<file path="config.mk">
export PLATFORM = sky130hd
export DESIGN_NAME = pnsc_row_geom
export DESIGN_NICKNAME = d
export VERILOG_FILES = /design/src/sv/pnsc_pkg.sv /design/src/sv/pnsc_row_geom.sv
export SDC_FILE = /design/constraint.sdc
export NUM_CORES = 1
export LEC_CHECK = 0
export ABC_AREA = 0
export BUFFER_PORTS_ARGS = -buffer_cell sky130_fd_sc_hd__clkbuf_2
export CORE_MARGIN = 2
export CORE_UTILIZATION = 40
export CTS_CLUSTER_SIZE = 14
export DETAILED_ROUTE_END_ITERATION = 10
export SLEW_MARGIN = 0
export SYNTH_ARGS = -nofsm -noshare
export SYNTH_HDL_FRONTEND = slang
export SYNTH_SLANG_ARGS = --single-unit
export TNS_END_PERCENT = 30
</file>
<file path="constraint.sdc">
create_clock -name clk_i -period 9.3 [get_ports clk_i]
set_input_delay 0 -clock clk_i [delete_from_list [all_inputs] [get_ports clk_i]]
set_output_delay 0 -clock clk_i [all_outputs]
set_load 0.005 [all_outputs]
</file>
<file path="src/sv/pnsc_pkg.sv">
package pnsc_pkg;

  // Canvas and palette geometry.
  localparam int CANVAS_SIZE   = 220;
  localparam int PALETTE_DEPTH = 256;
  localparam int MAX_RESULTS   = 8;

  // Field widths fixed by the interface.
  localparam int OP_W       = 1;
  localparam int IDX_W      = 8;
  localparam int COLOR_W    = 16;
  localparam int ROW_W      = 10;
  localparam int COORD_W    = 8;
  localparam int SCALE_W    = 15;
  localparam int INV_W      = 24;
  localparam int OFS_W      = 8;
  localparam int CFG_IDX_W  = 3;
  localparam int CFG_DATA_W = 24;

  // Fixed-point formats.
  localparam int SCALE_FRAC = 14;
  localparam int INV_FRAC   = 12;

  // Derived widths.
  localparam int PAL_AW = (PALETTE_DEPTH > 1) ? $clog2(PALETTE_DEPTH) : 1;
  localparam int COL_W  = $clog2(CANVAS_SIZE + 1);
  localparam int CNT_W  = $clog2(MAX_RESULTS + 1);
  localparam int GEO_W  = 12;
  localparam int CX_W   = 13;

  // Operation codes.
  localparam logic [OP_W-1:0] OP_PALETTE = 1'b0;
  localparam logic [OP_W-1:0] OP_PIXEL   = 1'b1;

  // Configuration register indexes.
  localparam logic [CFG_IDX_W-1:0] CFG_SCALE      = 3'd0;
  localparam logic [CFG_IDX_W-1:0] CFG_INV_SCALE  = 3'd1;
  localparam logic [CFG_IDX_W-1:0] CFG_BACKGROUND = 3'd2;
  localparam logic [CFG_IDX_W-1:0] CFG_OFFSET_X   = 3'd3;
  localparam logic [CFG_IDX_W-1:0] CFG_OFFSET_Y   = 3'd4;

  // Per-row geometry handed from the geometry unit to the column loop.
  typedef struct packed {
    logic [COL_W-1:0] ow;
    logic [GEO_W-1:0] ox_base;
    logic [GEO_W-1:0] oy_base;
    logic             two_rows;
  } geom_t;

endpackage

</file>
<file path="src/sv/pnsc_row_geom.sv">
module pnsc_row_geom (
  input  logic                          clk_i,
  input  logic [pnsc_pkg::ROW_W-1:0]    row_y_i,
  input  logic [pnsc_pkg::ROW_W-1:0]    row_left_i,
  input  logic [pnsc_pkg::ROW_W-1:0]    row_width_i,
  input  logic [pnsc_pkg::SCALE_W-1:0]  scale_i,
  input  logic [pnsc_pkg::OFS_W-1:0]    offset_x_i,
  input  logic [pnsc_pkg::OFS_W-1:0]    offset_y_i,
  output pnsc_pkg::geom_t               geom_o
);
  import pnsc_pkg::*;

  localparam int PROD_W = ROW_W + SCALE_W;

  logic [ROW_W:0]    right_edge;
  logic [PROD_W-1:0] prod_y_q;
  logic [PROD_W-1:0] prod_l_q;
  logic [PROD_W:0]   prod_r_q;

  logic [PROD_W:0]   prod_y1;
  logic [GEO_W-1:0]  oy0;
  logic [GEO_W-1:0]  oy1;
  logic [GEO_W-1:0]  row_span;
  logic [GEO_W-1:0]  ox0;
  logic [GEO_W-1:0]  ox1;
  logic [GEO_W-1:0]  ow_raw;
  geom_t             geom_d;
  geom_t             geom_q;

  assign right_edge = (ROW_W + 1)'(row_left_i) + (ROW_W + 1)'(row_width_i);

  // First stage: the three scale products.
  always_ff @(posedge clk_i) begin
    prod_y_q <= PROD_W'(row_y_i) * PROD_W'(scale_i);
    prod_l_q <= PROD_W'(row_left_i) * PROD_W'(scale_i);
    prod_r_q <= (PROD_W + 1)'(right_edge) * (PROD_W + 1)'(scale_i);
  end

  // (row_y + 1) * scale is the row product plus one more scale step.
  assign prod_y1 = (PROD_W + 1)'(prod_y_q) + (PROD_W + 1)'(scale_i);

  always_comb begin
    oy0      = GEO_W'(prod_y_q[PROD_W-1:SCALE_FRAC]);
    oy1      = GEO_W'(prod_y1[PROD_W:SCALE_FRAC]);
    row_span = oy1 - oy0;
    ox0      = GEO_W'(prod_l_q[PROD_W-1:SCALE_FRAC]);
    ox1      = GEO_W'(prod_r_q[PROD_W:SCALE_FRAC]);
    ow_raw   = ox1 - ox0;

    geom_d.two_rows = (row_span >= GEO_W'(2));
    if (ow_raw > GEO_W'(CANVAS_SIZE)) begin
      geom_d.ow = COL_W'(CANVAS_SIZE);
    end else begin
      geom_d.ow = COL_W'(ow_raw);
    end
    geom_d.ox_base = GEO_W'(offset_x_i) + ox0;
    geom_d.oy_base = GEO_W'(offset_y_i) + oy0;
  end

  always_ff @(posedge clk_i) begin
    geom_q <= geom_d;
  end

  assign geom_o = geom_q;

endmodule

</file>
==> impl_metrics.ini <==
[outcome]
status = finished, final reports clean

[layout]
syn2layout_area_growth_pct = 7.86
most-common-layout-cells = inv_1 (368), fa_1 (322), nand2_1 (270)
final_common_cell = inv_1
fin_nets = 2662
drive_above_1_share_pct = 6.86
final_cell_area_um2 = 19400

[placement]
port_buffers = 94
dp_hpwl_mm = 32.0
dpl_cell_area_um2 = 19000
gp_congestion = 0.865

[synthesis]
synth_top_area_share_pct = 35.9
synth_warnings = 0
syn-num-nets = 2610
ys_seq_area_share_pct = 9.02
ys_ff_latch = 81
synth_top_area_cell = fa_1
async_reset_ff_share_pct = 0
syn-cell-area_um2 = 18000
ys.flop_type = dfxtp_1
synth_area_per_cell_um2 = 9.05
syn_inst = 1986
synth_cell_types = 71
synth-edff-count = 0
synth_area_leaders = fa_1 (36%), ha_1 (17%), dfxtp_1 (9.0%)

[sta]
worst_pin_slew_ns = 1.11
max_freq_mhz = 137
rsz0062_at_grt = no
fin_worst_hold_slack_ns = 0.0151
tns_ns = 0
setup_viol = 0
post-route-period-util_pct = 78.6
hold_viol_final = 0
clock_skew_ns = 0.00541
drv_slew = 0
final.min_clock_period_ns = 7.31
relSlewSlack_pct = 25.4

[floorplan]
die_area_um2 = 46700
fp.dieW_um = 216
boundaryPins = 95
die_h_um = 216
core-area_um2 = 44300
rows = 77
start_util_pct = 40.6

[clock_tree]
clk_path_buf_depth = 2
h-tree-depth = 3
clk_latency_ns = 0.38
tritoncts = yes
cts_sinks = 81
cts_buffers = 9
cts_root_buf = clkbuf_16
clk_pin_slew_ns = 0.06

[global_route]
antenna_found_initial = 0
grt_usage_pct = 18.9
grt_overflow = 0
grt_max_degree = 33
grt_pass1_wl_mm = 70.7
grt_pass1_vias = 14200

[min_path]
hold_path_class = in2reg

[detailed_routing]
dr_total_vias = 13400
drt_iter0_drc = 543
ant_nets = 0
drc_errors = 0
drtPass1Iterations = 5
viasPerCell = 5.07
drt-total-wl_mm = 41.5
wire_per_inst_um = 15.8

[worst_setup_path]
worstSetupPathType = in2reg
crit_path_max_incr_delay_ns = 0.76
critical_path_peak_fanout = 15
crit_path_frequent_cell = fa_1
end_kind = flop
path_delay_family = adder cells
required_ns = 9.56
slowest_stage = xor2_1
crit_arrival_ns = 7.58
cp-start-kind = input pin
cp.buffers_inverters = 4

[power_and_ir_drop]
leakage_uw = 0.0100
total_power_uw = 7100
ir_worst_vdd_mv = 0.352
cellPowerDensity_nw_per_um2 = 366

[job]
drv_cap = 0
## where the power goes
part / switching (µW) / internal (µW)
clock network: 155 / 202
logic: 3270 / 2750
registers: 119 / 600
total: 3550 / 3550
## worst reg2reg max path: cells and delay by family (launching register included)
kind | cells | cell delay, ns
mux | 1 | 0.30
flops | 1 | 0.30
fa+ha+maj | 2 | 0.60
simple gates | 6 | 1.14
xor+xnor | 1 | 0.34
compound gates | 7 | 1.52
## cell usage after synthesis (4+ instances only)
master     number
and3_1          7
nand3_1        19
xor2_1         29
nand2_1       270
o21ai_0        25
a21o_1         37
a21oi_1        57
a31oi_1         5
nor3_1         13
inv_1         368
o21bai_1       14
dfxtp_1        81
fa_1          322
nor2b_1        19
nand2b_1       18
ha_1          240
nor4_1          5
and2_1        194
o211ai_1        6
nor2_1         36
nand4_1         6
clkbuf_1       78
xnor2_1        67
o2111ai_1       4
## worst paths after layout
| path | startpoint | endpoint | slack (ns) | depth (start not counted) |
|---|---|---|---|---|
| worst max register to register | prod_y_q[11]$_DFF_P_ | geom_o[0]$_DFF_P_ | 4.92 | 17 |
| worst max-delay path | row_left_i[0] | prod_r_q[25]$_DFF_P_ | 1.99 | 31 |
| worst min-delay path | offset_x_i[2] | geom_o[15]$_DFF_P_ | 0.02 | 3 |
| worst min register to register | prod_l_q[24]$_DFF_P_ | geom_o[23]$_DFF_P_ | 0.49 | 1 |
## cells by family (layout without fill, tap and decap cells)
kind of cell               after synthesis  in the layout  synth area share, %
adders and majority gates              563            563                 52.6
DFF                                     81             81                 9.02
other                                    0              1                    0
AOI/OAI and AO/OA                      191            191                 7.45
muxes                                    4              4                0.237
and+or+nand+nor                        603            603                 16.6
buffers and inverters                  448            502                 9.35
xor gates and xnor gates                96             96                 4.68
## layer usage
metal	part of all wire, %	vias to the layer above	global-route usage (%)
met4	1.7	0	5.09
met5	0	-	0
li1	-	6232	-
met3	3.4	39	2.14
met2	49	220	32.5
met1	45	6859	25.3
## final cells by class
cell class | count | area (µm²)
Sequential cell | 81 | 1620
Antenna cell | 1 | 2.50
Tap cell | 592 | 741
Multi-Input combinational cell | 1457 | 14700
Inverter | 370 | 1390
Clock buffer | 9 | 225
Fill cell | 4423 | 24900
Clock inverter | 4 | 47.5
Timing Repair Buffer | 119 | 691
## per-stage QoR
stage,cells,util [%],setup WS (ns)
floorplan,1986,-,2.46
global placement,2606,42.8,1.77
detailed placement,2606,42.8,1.61
CTS,2632,43.8,2.01
global route,2632,43.8,1.43
finish,2633,43.8,1.99
## flip-flops by register name, summed over array words and instances (netlist names)
signal / cells
prod_l_q: 11
prod_r_q: 12
prod_y_q: 25
geom_o: 33
## what timing repair did
action                                 CTS  global route
endpoints found under the hold margin   13             0
buffers inserted                         0             0
gates resized for setup                  0             0
hold buffers                            13             0
Note: power is estimated with default switching activity, not from simulation.
